<file path="src/rtl/lrs_pkg.sv">
// Shared types and constants for the line raster stepper.
// No dependencies; imported by every module of the block.
`default_nettype none

package lrs_pkg;

  // coordinate width of endpoints and emitted points
  localparam int COORD_WIDTH = 16;
  localparam int ACC_W       = COORD_WIDTH + 1;
  localparam int COLOR_W     = 32;
  localparam int CLIP_W      = 15;

  // stream packing, rounded up to whole bytes
  localparam int IN_BITS     = 4 * COORD_WIDTH + COLOR_W;
  localparam int IN_TDATA_W  = ((IN_BITS + 7) / 8) * 8;
  localparam int OUT_BITS    = 2 * COORD_WIDTH + COLOR_W + 1;
  localparam int OUT_TDATA_W = ((OUT_BITS + 7) / 8) * 8;

  // clip compare width covers both the coordinate and the clip register
  localparam int CMP_W = ((COORD_WIDTH > CLIP_W) ? COORD_WIDTH : CLIP_W) + 1;

  // item kind codes
  localparam logic FUNC_START   = 1'b0;
  localparam logic FUNC_ADVANCE = 1'b1;

  // configuration register indexes
  localparam int   CFG_IDX_W   = 1;
  localparam logic CFG_X_LIMIT = 1'b0;
  localparam logic CFG_Y_LIMIT = 1'b1;

  localparam logic [CLIP_W-1:0] X_LIMIT_RESET = 15'd640;
  localparam logic [CLIP_W-1:0] Y_LIMIT_RESET = 15'd480;

  // one input item
  typedef struct packed {
    logic                   func;
    logic [COORD_WIDTH-1:0] x_start;
    logic [COORD_WIDTH-1:0] y_start;
    logic [COORD_WIDTH-1:0] x_end;
    logic [COORD_WIDTH-1:0] y_end;
    logic [COLOR_W-1:0]     line_color;
  } item_t;

  // one result item
  typedef struct packed {
    logic [COORD_WIDTH-1:0] pixel_x;
    logic [COORD_WIDTH-1:0] pixel_y;
    logic [COLOR_W-1:0]     pixel_color;
    logic                   inside_res;
    logic                   last_point;
    logic                   no_line;
  } res_t;

endpackage

`default_nettype wire

</file>
<file path="src/rtl/lrs_in_stage.sv">
// Input register stage of the line raster stepper.
// Depends on lrs_pkg for the item type.
`default_nettype none

module lrs_in_stage
  import lrs_pkg::*;
(
  input  wire logic  clk_i,
  input  wire logic  rst_ni,
  input  wire logic  in_valid_i,
  output logic       in_ready_o,
  input  wire item_t in_item_i,
  input  wire logic  adv_i,
  output logic       valid_o,
  output item_t      item_o
);

  logic  valid_q, valid_d;
  item_t item_q;
  logic  load;

  // take a new item when empty or when the held item moves on this cycle
  assign in_ready_o = !valid_q || adv_i;
  assign load       = in_valid_i && in_ready_o;

  always_comb begin
    valid_d = valid_q;
    if (load) begin
      valid_d = 1'b1;
    end else if (adv_i) begin
      valid_d = 1'b0;
    end
  end

  // control flop
  always_ff @(posedge clk_i or negedge rst_ni) begin
    if (!rst_ni) begin
      valid_q <= 1'b0;
    end else begin
      valid_q <= valid_d;
    end
  end

  // payload flop
  always_ff @(posedge clk_i) begin
    if (load) begin
      item_q <= in_item_i;
    end
  end

  assign valid_o = valid_q;
  assign item_o  = item_q;

endmodule

`default_nettype wire

</file>
<file path="src/rtl/lrs_core.sv">
// Line state and one-step datapath: start setup, error accumulator step, clip test.
// Depends on lrs_pkg for item and result types.
`default_nettype none

module lrs_core
  import lrs_pkg::*;
(
  input  wire logic              clk_i,
  input  wire logic              rst_ni,
  input  wire logic              step_en_i,
  input  wire item_t             item_i,
  input  wire logic [CLIP_W-1:0] x_limit_i,
  input  wire logic [CLIP_W-1:0] y_limit_i,
  output res_t                   res_o
);

  localparam int CW = COORD_WIDTH;

  logic [CW-1:0]      cur_x_q, cur_x_d, cur_y_q, cur_y_d;
  logic [CW-1:0]      major_q, major_d, minor_q, minor_d;
  logic [ACC_W-1:0]   acc_q, acc_d;
  logic [CW-1:0]      steps_q, steps_d;
  logic               x_neg_q, x_neg_d, y_neg_q, y_neg_d;
  logic               x_major_q, x_major_d;
  logic               active_q, active_d;
  logic [COLOR_W-1:0] color_q, color_d;

  logic [CW:0]        sdx, sdy, adx, ady;
  logic [CW-1:0]      dx, dy;
  logic               st_x_major;
  logic [ACC_W-1:0]   acc_sum;
  logic               minor_step;
  logic [CW-1:0]      x_plus, x_minus, y_plus, y_minus;
  logic               x_inside, y_inside;

  // endpoint spans, one bit wider so the difference cannot wrap
  assign sdx = {item_i.x_end[CW-1], item_i.x_end} - {item_i.x_start[CW-1], item_i.x_start};
  assign sdy = {item_i.y_end[CW-1], item_i.y_end} - {item_i.y_start[CW-1], item_i.y_start};
  assign adx = sdx[CW] ? (~sdx + 1'b1) : sdx;
  assign ady = sdy[CW] ? (~sdy + 1'b1) : sdy;
  assign dx  = adx[CW-1:0];
  assign dy  = ady[CW-1:0];
  assign st_x_major = dx > dy;

  // accumulator step and unit moves
  assign acc_sum    = acc_q + {1'b0, minor_q};
  assign minor_step = acc_sum > {1'b0, major_q};
  assign x_plus     = cur_x_q + 1'b1;
  assign x_minus    = cur_x_q - 1'b1;
  assign y_plus     = cur_y_q + 1'b1;
  assign y_minus    = cur_y_q - 1'b1;

  // next line state
  always_comb begin
    cur_x_d   = cur_x_q;
    cur_y_d   = cur_y_q;
    major_d   = major_q;
    minor_d   = minor_q;
    acc_d     = acc_q;
    steps_d   = steps_q;
    x_neg_d   = x_neg_q;
    y_neg_d   = y_neg_q;
    x_major_d = x_major_q;
    active_d  = active_q;
    color_d   = color_q;
    if (item_i.func == FUNC_START) begin
      x_neg_d   = sdx[CW];
      y_neg_d   = sdy[CW];
      x_major_d = st_x_major;
      major_d   = st_x_major ? dx : dy;
      minor_d   = st_x_major ? dy : dx;
      acc_d     = '0;
      steps_d   = st_x_major ? dx : dy;
      cur_x_d   = item_i.x_start;
      cur_y_d   = item_i.y_start;
      color_d   = item_i.line_color;
      active_d  = (st_x_major ? dx : dy) != '0;
    end else if (active_q) begin
      acc_d = minor_step ? (acc_sum - {1'b0, major_q}) : acc_sum;
      if (x_major_q || minor_step) begin
        cur_x_d = x_neg_q ? x_minus : x_plus;
      end
      if (!x_major_q || minor_step) begin
        cur_y_d = y_neg_q ? y_minus : y_plus;
      end
      steps_d  = steps_q - 1'b1;
      active_d = steps_q != CW'(1);
    end
  end

  // clip test on the emitted point
  assign x_inside = !cur_x_d[CW-1] && (CMP_W'(cur_x_d) < CMP_W'(x_limit_i));
  assign y_inside = !cur_y_d[CW-1] && (CMP_W'(cur_y_d) < CMP_W'(y_limit_i));

  // result of this step
  always_comb begin
    res_o = '0;
    if (item_i.func == FUNC_ADVANCE && !active_q) begin
      res_o.no_line = 1'b1;
    end else begin
      res_o.pixel_x     = cur_x_d;
      res_o.pixel_y     = cur_y_d;
      res_o.pixel_color = color_d;
      res_o.inside_res  = x_inside && y_inside;
      res_o.last_point  = !active_d;
    end
  end

  // line state registers
  always_ff @(posedge clk_i or negedge rst_ni) begin
    if (!rst_ni) begin
      cur_x_q   <= '0;
      cur_y_q   <= '0;
      major_q   <= '0;
      minor_q   <= '0;
      acc_q     <= '0;
      steps_q   <= '0;
      x_neg_q   <= 1'b0;
      y_neg_q   <= 1'b0;
      x_major_q <= 1'b0;
      active_q  <= 1'b0;
      color_q   <= '0;
    end else if (step_en_i) begin
      cur_x_q   <= cur_x_d;
      cur_y_q   <= cur_y_d;
      major_q   <= major_d;
      minor_q   <= minor_d;
      acc_q     <= acc_d;
      steps_q   <= steps_d;
      x_neg_q   <= x_neg_d;
      y_neg_q   <= y_neg_d;
      x_major_q <= x_major_d;
      active_q  <= active_d;
      color_q   <= color_d;
    end
  end

  // a line is active exactly while steps remain
  a_active_steps: assert property (@(posedge clk_i) disable iff (!rst_ni)
    active_q == (steps_q != '0))
    else $error("line active flag disagrees with step count");

  // minor span never exceeds major span
  a_span_order: assert property (@(posedge clk_i) disable iff (!rst_ni)
    minor_q <= major_q)
    else $error("minor span exceeds major span");

  // accumulator stays within the major span
  a_acc_bound: assert property (@(posedge clk_i) disable iff (!rst_ni)
    acc_q <= {1'b0, major_q})
    else $error("error accumulator out of range");

  // an advance on an active x-major line changes the x coordinate
  a_major_moves: assert property (@(posedge clk_i) disable iff (!rst_ni)
    (step_en_i && item_i.func == FUNC_ADVANCE && active_q && x_major_q)
    |=> (cur_x_q != $past(cur_x_q)))
    else $error("major axis did not step");

endmodule

`default_nettype wire

</file>
<file path="src/rtl/lrs_out_stage.sv">
// Result register stage of the line raster stepper.
// Depends on lrs_pkg for the result type.
`default_nettype none

module lrs_out_stage
  import lrs_pkg::*;
(
  input  wire logic clk_i,
  input  wire logic rst_ni,
  input  wire logic load_i,
  input  wire res_t res_i,
  input  wire logic out_ready_i,
  output logic      adv_o,
  output logic      out_valid_o,
  output res_t      res_o
);

  logic valid_q, valid_d;
  res_t res_q;

  // the register can take a new result when empty or being drained
  assign adv_o = !valid_q || out_ready_i;

  always_comb begin
    valid_d = valid_q;
    if (load_i) begin
      valid_d = 1'b1;
    end else if (out_ready_i) begin
      valid_d = 1'b0;
    end
  end

  // control flop
  always_ff @(posedge clk_i or negedge rst_ni) begin
    if (!rst_ni) begin
      valid_q <= 1'b0;
    end else begin
      valid_q <= valid_d;
    end
  end

  // payload flop
  always_ff @(posedge clk_i) begin
    if (load_i) begin
      res_q <= res_i;
    end
  end

  assign out_valid_o = valid_q;
  assign res_o       = res_q;

endmodule

`default_nettype wire

</file>
<file path="src/rtl/line_raster_stepper.sv">
// Line raster stepper top level: stream ports, clip registers, stage wiring.
// Depends on lrs_pkg, lrs_in_stage, lrs_core and lrs_out_stage.
//
// Usage: a start item (s_axis_tuser = 0) carries two endpoints and a color
// and yields the first point of the line; each advance item (tuser = 1)
// yields the next point. Every accepted item gives exactly one result on
// the master side. m_axis_tlast marks the last point of a line, and
// m_axis_tuser flags an advance that arrived with no active line.
// The clip window width and height are written through cfg_we_i, index
// 0 / 1; the user must write them only while the block is idle (the block
// does not enforce this). An accepted item waits in the input register
// until the result register can take a result; the core then steps the
// line state. Throughput: one item per cycle while the receiver does not
// stall, set by the combinational accumulator add, compare and subtract.
// Reset clears the line state (no active line) and loads the clip size
// 640 x 480. When the receiver stalls the result register holds, the input
// register takes one more item, and then s_axis_tready drops.
`default_nettype none

module line_raster_stepper
  import lrs_pkg::*;
(
  input  wire logic                   clk_i,
  input  wire logic                   rst_ni,
  // input stream
  input  wire logic                   s_axis_tvalid,
  output logic                        s_axis_tready,
  // tdata low to high: x_start, y_start, x_end, y_end, line_color
  input  wire logic [IN_TDATA_W-1:0]  s_axis_tdata,
  // tuser: func
  input  wire logic                   s_axis_tuser,
  // output stream
  output logic                        m_axis_tvalid,
  input  wire logic                   m_axis_tready,
  // tdata low to high: pixel_x, pixel_y, pixel_color, inside_res, zero pad
  output logic [OUT_TDATA_W-1:0]      m_axis_tdata,
  // tlast: last_point
  output logic                        m_axis_tlast,
  // tuser: no_line
  output logic                        m_axis_tuser,
  // configuration write port
  input  wire logic                   cfg_we_i,
  input  wire logic [CFG_IDX_W-1:0]   cfg_idx_i,
  input  wire logic [CLIP_W-1:0]      cfg_data_i
);

  localparam int CW = COORD_WIDTH;

  logic [CLIP_W-1:0] x_limit_q, y_limit_q;
  item_t             s_item, stage_item;
  logic              stage_valid;
  logic              adv;
  res_t              core_res, out_res;

  // clip registers
  always_ff @(posedge clk_i or negedge rst_ni) begin
    if (!rst_ni) begin
      x_limit_q <= X_LIMIT_RESET;
      y_limit_q <= Y_LIMIT_RESET;
    end else if (cfg_we_i) begin
      case (cfg_idx_i)
        CFG_X_LIMIT: x_limit_q <= cfg_data_i;
        CFG_Y_LIMIT: y_limit_q <= cfg_data_i;
        default: ;
      endcase
    end
  end

  // unpack input item
  assign s_item.func       = s_axis_tuser;
  assign s_item.x_start    = s_axis_tdata[0*CW +: CW];
  assign s_item.y_start    = s_axis_tdata[1*CW +: CW];
  assign s_item.x_end      = s_axis_tdata[2*CW +: CW];
  assign s_item.y_end      = s_axis_tdata[3*CW +: CW];
  assign s_item.line_color = s_axis_tdata[4*CW +: COLOR_W];

  lrs_in_stage u_in_stage (
    .clk_i      (clk_i),
    .rst_ni     (rst_ni),
    .in_valid_i (s_axis_tvalid),
    .in_ready_o (s_axis_tready),
    .in_item_i  (s_item),
    .adv_i      (adv),
    .valid_o    (stage_valid),
    .item_o     (stage_item)
  );

  lrs_core u_core (
    .clk_i     (clk_i),
    .rst_ni    (rst_ni),
    .step_en_i (stage_valid && adv),
    .item_i    (stage_item),
    .x_limit_i (x_limit_q),
    .y_limit_i (y_limit_q),
    .res_o     (core_res)
  );

  lrs_out_stage u_out_stage (
    .clk_i       (clk_i),
    .rst_ni      (rst_ni),
    .load_i      (stage_valid && adv),
    .res_i       (core_res),
    .out_ready_i (m_axis_tready),
    .adv_o       (adv),
    .out_valid_o (m_axis_tvalid),
    .res_o       (out_res)
  );

  // pack result item
  assign m_axis_tdata = OUT_TDATA_W'({out_res.inside_res, out_res.pixel_color,
                                      out_res.pixel_y, out_res.pixel_x});
  assign m_axis_tlast = out_res.last_point;
  assign m_axis_tuser = out_res.no_line;

endmodule

`default_nettype wire
</file>
<file path="config.mk">
export PLATFORM = sky130hd
export DESIGN_NAME = line_raster_stepper
export DESIGN_NICKNAME = d
export VERILOG_FILES = /design/src/rtl/lrs_pkg.sv /design/src/rtl/lrs_in_stage.sv /design/src/rtl/lrs_core.sv /design/src/rtl/lrs_out_stage.sv /design/src/rtl/line_raster_stepper.sv
export SDC_FILE = /design/constraint.sdc
export NUM_CORES = 1
export LEC_CHECK = 0
export ABC_AREA = 1
export ABC_CLOCK_PERIOD_IN_PS = 6000
export BUFFER_PORTS_ARGS = -buffer_cell sky130_fd_sc_hd__buf_2
export CORE_ASPECT_RATIO = 1.1
export CORE_MARGIN = 2
export CORE_UTILIZATION = 35
export CTS_CLUSTER_DIAMETER = 120
export DETAILED_ROUTE_END_ITERATION = 8
export PLACE_DENSITY_LB_ADDON = 0.1
export SETUP_SLACK_MARGIN = 0.5
export SKIP_LAST_GASP = 1
export SLEW_MARGIN = 20
export SYNTH_ARGS = -nofsm -noshare
export SYNTH_HDL_FRONTEND = slang
export SYNTH_SLANG_ARGS = --single-unit
export TNS_END_PERCENT = 100
</file>
<file path="constraint.sdc">
create_clock -name clk_i -period 6 [get_ports clk_i]
set_input_delay 0.6 -clock clk_i [delete_from_list [all_inputs] [get_ports clk_i]]
set_output_delay 0.6 -clock clk_i [all_outputs]
set_load 0.1 [all_outputs]
</file>
Word level (Yosys, flattened, before mapping)
Cells that the tools add are included.
{ "totals": {"reg_bits": 329, "output_inout_bits": 76, "word_cells": 97, "in_bits": 118} }
{ "classes": {"eq_ne": 2, "reduce_logical": 24, "mux": 25, "bitwise": 4, "magnitude_cmp": 4, "n_addsub": 11} }
{ "ops": {"columns": ["operator", "count"], "rows": [
  ["two-way mux 16 bit", 14],
  ["adder 16 x 1 -> 16 bit (second input constant)", 4],
  ["two-way mux 17 bit", 3],
  ["subtractor 16 x 1 -> 16 bit (second input constant)", 3],
  ["subtractor 16 x 16 -> 17 bit", 2],
  ["less-than comparator 16 x 15 -> 1 bit", 2],
  ["two-way mux 32 bit", 1],
  ["inverter 16 bit", 2],
  ["adder 17 x 16 -> 17 bit", 1],
  ["greater-than comparator 17 x 16 -> 1 bit", 1],
  ["subtractor 17 x 16 -> 17 bit", 1],
  ["greater-than comparator 16 bit", 1],
  ["!= test 16 x 1 -> 1 bit (second input constant)", 1],
  ["nonzero test 16 bit", 1],
  ["AND reduction 2 bit", 4],
  ["logical NOT 1 bit", 7],
  ["two-way mux 1 bit", 7],
  ["logical AND 1 bit", 6],
  ["logical OR 1 bit", 4],
  ["nonzero test 2 bit", 2],
  ["!= test 2 x 1 -> 1 bit (second input constant)", 1],
  ["inverter 1 bit", 2]
]} }

Depth between registers and ports, before layout
{ "logic_depth": {"word_depth": 9, "mapped_depth": 40, "depth_no_buf": 40} }

Cells and area by module
From an unflattened synthesis, not the netlist that was laid out.
{ "hier_totals": {"hier_cells": 2495, "area_unflattened_um2": 20275.7} }
{ "modules_own_cells": {"columns": ["module", "area_per_inst_um2", "seq_area_each_um2", "instances", "cells_each"], "rows": [
  ["lrs_core", 13958.4, 3328.2, 1, 2179],
  ["lrs_in_stage", 2957.8, 2937.8, 1, 103],
  ["lrs_out_stage", 2057.0, 2037.0, 1, 72],
  ["line_raster_stepper", 1302.5, 758.2, 1, 141]
]} }

Worst setup path after synthesis
Ideal clock, no wire load.
{ "synth_path": {"path_type": "reg-to-reg", "startpoint": "register u_core.acc_q[0]", "endpoint": "register u_out_stage.res_q (netlist bit u_out_stage.res_o[2]), data pin", "required_ps": 5862, "arrival_ps": 4695, "stages_incl_launch_ff": 39, "path_buffers": 1, "setup_time_ps": 138, "path_slack_ps": 1167, "synth_period_minus_slack_ps": 4833, "path_cell_list": "dfrtp_1 > ha_1 > inv_1 > fa_1 > inv_1 > nand3_1 > nand2_1 > nand2_1 > nand2_1 > a31oi_1 > o21ai_0 > a21oi_1 > xor2_1 > inv_1 > ha_1 > nand2_1 > nor2_1 > and3_1 > [3 not listed] > nand2_1 > nand2_1 > nand3_2 > nand2_2 > buf_4 > a21oi_1 > nand2_1 > o21ai_0 > inv_1 > ha_1 > or3_1 > a221oi_1 > nand3_1 > nor2_1 > o21ai_1 > nor2_1 > nand2_1 > nor2_1"} }
{ "synth_between": {"elab_chain_len": 9, "word_cells_on_any_way": 17, "classes_between": "1 x add/sub; 3 x order compare; 6 x mux; 7 x reduce/logical"} }
{ "synth_rtl": {"columns": ["element", "line", "source"], "rows": [
  ["start, declared", "lrs_core.sv:21", "logic [ACC_W-1:0] acc_q, acc_d;"],
  ["adder 17 x 16 -> 17 bit", "lrs_core.sv:46", "assign acc_sum = acc_q + {1'b0, minor_q};"],
  ["greater-than comparator 17 x 16 -> 1 bit", "lrs_core.sv:47", "assign minor_step = acc_sum > {1'b0, major_q};"],
  ["logical OR 1 bit", "lrs_core.sv:80", "if (x_major_q || minor_step) begin"],
  ["two-way mux 16 bit", "lrs_core.sv:80", null],
  ["two-way mux 16 bit", "lrs_core.sv:78", "end else if (active_q) begin"],
  ["two-way mux 16 bit", "lrs_core.sv:66", "if (item_i.func == FUNC_START) begin"],
  ["net u_core.cur_x_d[14]", "lrs_core.sv:19", "logic [CW-1:0] cur_x_q, cur_x_d, cur_y_q, cur_y_d;"],
  ["less-than comparator 16 x 15 -> 1 bit", "lrs_core.sv:92", "assign x_inside = !cur_x_d[CW-1] && (CMP_W'(cur_x_d) < CMP_W'(x_limit_i));"],
  ["logical AND 1 bit", "lrs_core.sv:92", null],
  ["logical AND 1 bit", "lrs_core.sv:104", "res_o.inside_res = x_inside && y_inside;"],
  ["end signal, assigned", "lrs_out_stage.sv:45", "res_q <= res_i;"],
  ["end, declared", "lrs_out_stage.sv:19", "res_t res_q;"]
]} }
The timed path passes the listed nets, and every way through them passes these cells.
A chain may end at the register's enable or synchronous reset.

Final worst setup path
{ "layout_path": {"startpoint": "register u_core.acc_q[0]", "endpoint": "register u_out_stage.res_q (netlist bit u_out_stage.res_o[2]), data pin"} }
{ "layout_between": {"elab_chain_len": 9, "word_cells_on_any_way": 17, "classes_between": "1 x add/sub; 3 x order compare; 6 x mux; 7 x reduce/logical"} }
{ "layout_rtl": {"columns": ["element", "line", "source"], "rows": [
  ["adder 17 x 16 -> 17 bit", "lrs_core.sv:46", null],
  ["greater-than comparator 17 x 16 -> 1 bit", "lrs_core.sv:47", null],
  ["logical OR 1 bit", "lrs_core.sv:83", "if (!x_major_q || minor_step) begin"],
  ["two-way mux 16 bit", "lrs_core.sv:83", null],
  ["two-way mux 16 bit", "lrs_core.sv:78", null],
  ["two-way mux 16 bit", "lrs_core.sv:66", null],
  ["net u_core.cur_y_d[5]", "lrs_core.sv:19", null],
  ["less-than comparator 16 x 15 -> 1 bit", "lrs_core.sv:93", "assign y_inside = !cur_y_d[CW-1] && (CMP_W'(cur_y_d) < CMP_W'(y_limit_i));"],
  ["logical AND 1 bit", "lrs_core.sv:93", null],
  ["logical AND 1 bit", "lrs_core.sv:104", null]
]} }
The timed path passes the listed nets, and every way through them passes these cells.

==> metrics.md <==
| Metric | Value |
|---|---|
| Switching Share | 48.11% |
| Most area-consuming cells after synthesis | sky130_fd_sc_hd__edfxtp_1 24%, sky130_fd_sc_hd__dfrtp_1 20%, sky130_fd_sc_hd__nand2_1 11% |
| Adder-Cell Fraction of Synth Area | roughly a tenth |
| FF+latch count, synth | 329 |
| CTS H-Tree Depth | 2 |
| Max capacitance violation total | 0 |
| Ratio of final minimum period to clock period | about 86% |
| Hold/Removal Path Class | in -> async |
| Most Frequent Cell on Critical Path | sky130_fd_sc_hd__nand2_1 |
| Via total after detailed routing | 16940 |
| Placed cell areas | 21930 um2 |
| Routed Antenna Nets | 0 |
| Height of the die | 255.5 um |
| Slew @ Worst Pin | 0.9192 ns |
| Largest clock skew in the final design | ~0.020 ns |
| Drc violations | 0 |
| Clock tree from TritonCTS | done |
| Overall Power | 0.01410 W |
| Clock Path Buffers | 3 |
| First DRT Iteration DRCs | roughly 940 |
| Clock latency of the later-clocked register in the worst-skew pair | 0.56 ns |
| Main combinational cell family by area after synthesis | simple AND/OR/NAND/NOR gates |
| Pin count of the biggest net entering global routing | between 90 and 100 |
| Number of cell instances on the worst register-to-register path | 37 |
| CP Buf/Inv Count | 6 |
| Layout cell share with drive strength beyond 1 | 16.04% |
| Number of stages on the worst setup path | 37 |
| Xor and xnor fraction of the mapped netlist area | 3.152% |
| Number of input and output port buffers inserted | 186 |
| Number of clock buffers inserted by TritonCTS | 41 |
| Fin crit period | around 5.1 ns |
| Syn. warnings | 0 |
| Slew headroom | a little under two fifths |
| Clock network fraction of design power | a little under a fifth |
| Count of cell types in the netlist | 60 |
| Clock Pin Slew Worst Setup and Hold Paths | 0.06 ns |
| 1st-pass router iterations | 5 |
| Commonest cells in the netlist | 596 x sky130_fd_sc_hd__nand2_1, 301 x sky130_fd_sc_hd__inv_1, 217 x sky130_fd_sc_hd__o21ai_0 |
| Vias in the first global route | 16930 |
| Filler cell count in the final layout | 5847 |
| Clk sink count | 329 |
| Post-synthesis mux area share | ~1.6% |
| Cell Area, Synth | 20120 um2 |
| Leading cell type by number of instances after synthesis | sky130_fd_sc_hd__nand2_1 |
| Asr flop ratio synth | 50.15% |
| Slowest Stage Delay on Critical Path | 0.38 ns |
| Type of the worst setup path | reg -> reg |
| Total global routing overflow | 0 |
| Achievable clock frequency | 194.9 MHz |
| Row cnt | 92 |
| Area grow syn2layout | 18.53% |
| Cts-stage hold buffer count | 0 |
| Number of enable-type register cells in the synthesized netlist | 164 |
| Slowest cell on the critical path | sky130_fd_sc_hd__fa_2 |
| Via density per instance | 4.989 |
| Cell taking the most area after synthesis | sky130_fd_sc_hd__edfxtp_1 |
| Kind of cell with the highest combined delay on the critical path | simple AND/OR/NAND/NOR gates |
| Hold Vio Cnt, Final | 0 |
| Endpoint of the worst register-to-register path | u_out_stage.res_o[2]$_SDFFCE_PP0P_ |
| Antenna violations before repair | 5 |
| Result of the run | finished, final reports clean |
| Worst path required time | 6.43 ns |
| Fin area | approximately 24000 um2 |
| Number of placed I/O pins | 194 |
| Final Max Tran Viols | 0 |
| Number of instances in the synthesized netlist | 2406 |
| Post-Route Setup TNS | 0 ns |
| Core box area | 57090 um2 |
| Count of endpoints failing setup in the final report | 0 |
| Combined global-route utilization of all metal layers | 20.65% |
| Reg2reg setup slack | approximately 0.87 ns |
| IR Drop Worst-Case VDD | 0.3734 mV |
| Placer congestion estimate | around 0.88 |
| Kind of capture point of the worst setup path | register |
| Master cell of the clock root buffer | sky130_fd_sc_hd__clkbuf_16 |
| Unrepaired setup endpoints after global routing | true |
| Data arrival time at the worst-slack endpoint | 5.56 ns |
| Top cell type's share of synthesized area | 24.47% |
| Highest fanout seen on the critical path | 12 |
| Starting density of the core | 35.25% |
| Die span in x | 232.6 um |
| Total internal power | 0.007316 W |
| Simple-Gate Fraction of Synth Area | between 20% and 30% |
| Post-Syn Area per Cell | 8.364 um2 |
| Leakage power figure | ~11 nW |
| Layout net count | approximately 2900 |
| Main synth FF type | sky130_fd_sc_hd__edfxtp_1 |
| Share of the synthesized area in compound gates (AO/OA/AOI/OAI) | 12.39% |
| Fraction of power consumed by sequential logic | 24.8% |
| CP startpoint kind | register |
| HPWL after DPL | roughly 46 mm |
| Total Die Area | a little under 60000 um2 |
| Power dissipated by switching net loads | about 0.0068 W |
| Proportion of synthesized chip area in sequential cells | 45.03% |
| Launch instance of the worst register-to-register path | u_core.acc_q[0]$_DFFE_PN0P_ |
| Wire length of the first global-routing pass | roughly 96 mm |
| Avg WL per Cell | between 15 and 20 um |
| Power per cell area | 591.1 nW/um2 |
| Final wirelength | slightly above 60 mm |
| Diode insertion count for antenna repair | 0 |
| Combinational group share of total power | 56.7% |
[logic make-up (layout without fill, tap and decap cells)]
kind of cell / after synthesis / after routing
muxes: 32 / 32
adders and majority gates: 146 / 146
and+or+nand+nor: 999 / 1001
DFF: 329 / 329
xor gates and xnor gates: 66 / 66
buffers and inverters: 386 / 615
other: 1 / 7
AOI/OAI and AO/OA: 447 / 447
[cells in the final DEF, fill, tap and decap left out, types with 7 or more instances in the layout]
cell	n
sky130_fd_sc_hd__o211ai_1	21
sky130_fd_sc_hd__o21ai_2	16
sky130_fd_sc_hd__xor2_1	36
sky130_fd_sc_hd__nor2_2	9
sky130_fd_sc_hd__inv_1	297
sky130_fd_sc_hd__o221ai_1	10
sky130_fd_sc_hd__ha_1	130
sky130_fd_sc_hd__nand4_1	31
sky130_fd_sc_hd__a31oi_1	12
sky130_fd_sc_hd__o21ai_0	201
sky130_fd_sc_hd__inv_2	10
sky130_fd_sc_hd__buf_2	185
sky130_fd_sc_hd__clkinv_2	7
sky130_fd_sc_hd__ha_4	9
sky130_fd_sc_hd__dfrtp_1	159
sky130_fd_sc_hd__xnor2_1	23
sky130_fd_sc_hd__nor2_1	168
sky130_fd_sc_hd__a21oi_1	123
sky130_fd_sc_hd__o21bai_1	8
sky130_fd_sc_hd__buf_4	35
sky130_fd_sc_hd__nand3_2	7
sky130_fd_sc_hd__nand3_1	125
sky130_fd_sc_hd__o21ai_1	13
sky130_fd_sc_hd__a21oi_2	10
sky130_fd_sc_hd__clkbuf_16	43
sky130_fd_sc_hd__nand2_2	23
sky130_fd_sc_hd__mux2i_1	32
sky130_fd_sc_hd__nand2_1	589
sky130_fd_sc_hd__conb_1	7
sky130_fd_sc_hd__nor3_1	11
sky130_fd_sc_hd__edfxtp_1	164
[flip-flops by register name, summed over array words and instances (netlist names), 16 cells and up]
| name | flops |
|---|---|
| u_core.cur_y_q | 16 |
| u_core.minor_q | 16 |
| u_core.steps_q | 16 |
| u_core.cur_x_q | 16 |
| u_core.acc_q | 17 |
| u_core.color_q | 32 |
| u_in_stage.item_o | 97 |
| u_out_stage.res_o | 67 |
| u_core.major_q | 16 |
[routing by layer]
layer | vias to the layer above | part of all wire [%] | GRT usage, %
li1 | 8443 | - | -
met1 | 8094 | 46 | 27.89
met2 | 309 | 48 | 34.47
met3 | 81 | 4.2 | 3.275
met4 | 10 | 2.4 | 5.184
met5 | - | 0.094 | 0
[worst register-to-register path, delay by kind of cell (launching register included)]
kind                     cells  cell delay (ns)
adder cells (fa/ha/maj)      4             1.10
XOR/XNOR                     1             0.17
AND/OR/NAND/NOR             19             1.71
buffers and inverters        6             0.68
flip-flops                   1             0.35
AO/OA/AOI/OAI                7             1.01
[layout make-up]
class | instances | area [um2] | share of cell area, %
multi-input combinational | 1699 | 9933 | 41.64
sequential | 329 | 9061 | 37.99
timing repair buffer | 227 | 1321 | 5.539
inverter | 313 | 1182 | 4.957
clock buffer | 53 | 1131 | 4.742
tap | 752 | 940.9 | 3.945
clock inverter | 22 | 282.8 | 1.185
[how the worst max path moves through the flow]
stage,startpoint,endpoint,slack [ns]
after floorplan,u_core.acc_q[0]$_DFFE_PN0P_,u_out_stage.res_o[2]$_SDFFCE_PP0P_,1.17
after global placement,u_core.acc_q[2]$_DFFE_PN0P_,u_out_stage.res_o[2]$_SDFFCE_PP0P_,0.31
after detailed placement,u_core.minor_q[2]$_DFFE_PN0P_,u_out_stage.res_o[2]$_SDFFCE_PP0P_,0.20
after CTS,u_core.minor_q[2]$_DFFE_PN0P_,u_out_stage.res_o[2]$_SDFFCE_PP0P_,0.51
after global routing,u_core.acc_q[0]$_DFFE_PN0P_,u_out_stage.res_o[2]$_SDFFCE_PP0P_,0.36
final,u_core.acc_q[0]$_DFFE_PN0P_,u_out_stage.res_o[2]$_SDFFCE_PP0P_,0.87
[power groups by stage]
stage	Clock (W)	Combinational [W]	Sequential, W
6_report	0.00260	0.00799	0.00350
5_1_grt	0.00278	0.00890	0.00358
4_1_cts	0.00269	0.00755	0.00349
3_5_place_dp	0	0.00747	0.00352
3_3_place_gp	0	0.00742	0.00352
2_1_floorplan	0	0.00481	0.00418
[timing repair]
item	in CTS	in global routing
pin swaps	2	18
buffers inserted	1	10
resized for setup	6	75
setup endpoints to repair	1	14
cloned	0	4
[per-stage QoR]
stage	utilization, %	setup WS, ns	cells	hold slack, ns
floorplan	-	1.167	2412	0.3044
global placement	38.41	0.3085	3305	0.4666
detailed placement	38.41	0.1964	3305	0.4747
CTS	40.92	0.5056	3381	0.1023
global route	41.78	0.3573	3395	0.1242
finish	41.78	0.8685	3395	0.07803
No activity file was read; power rests on OpenSTA's default activity.
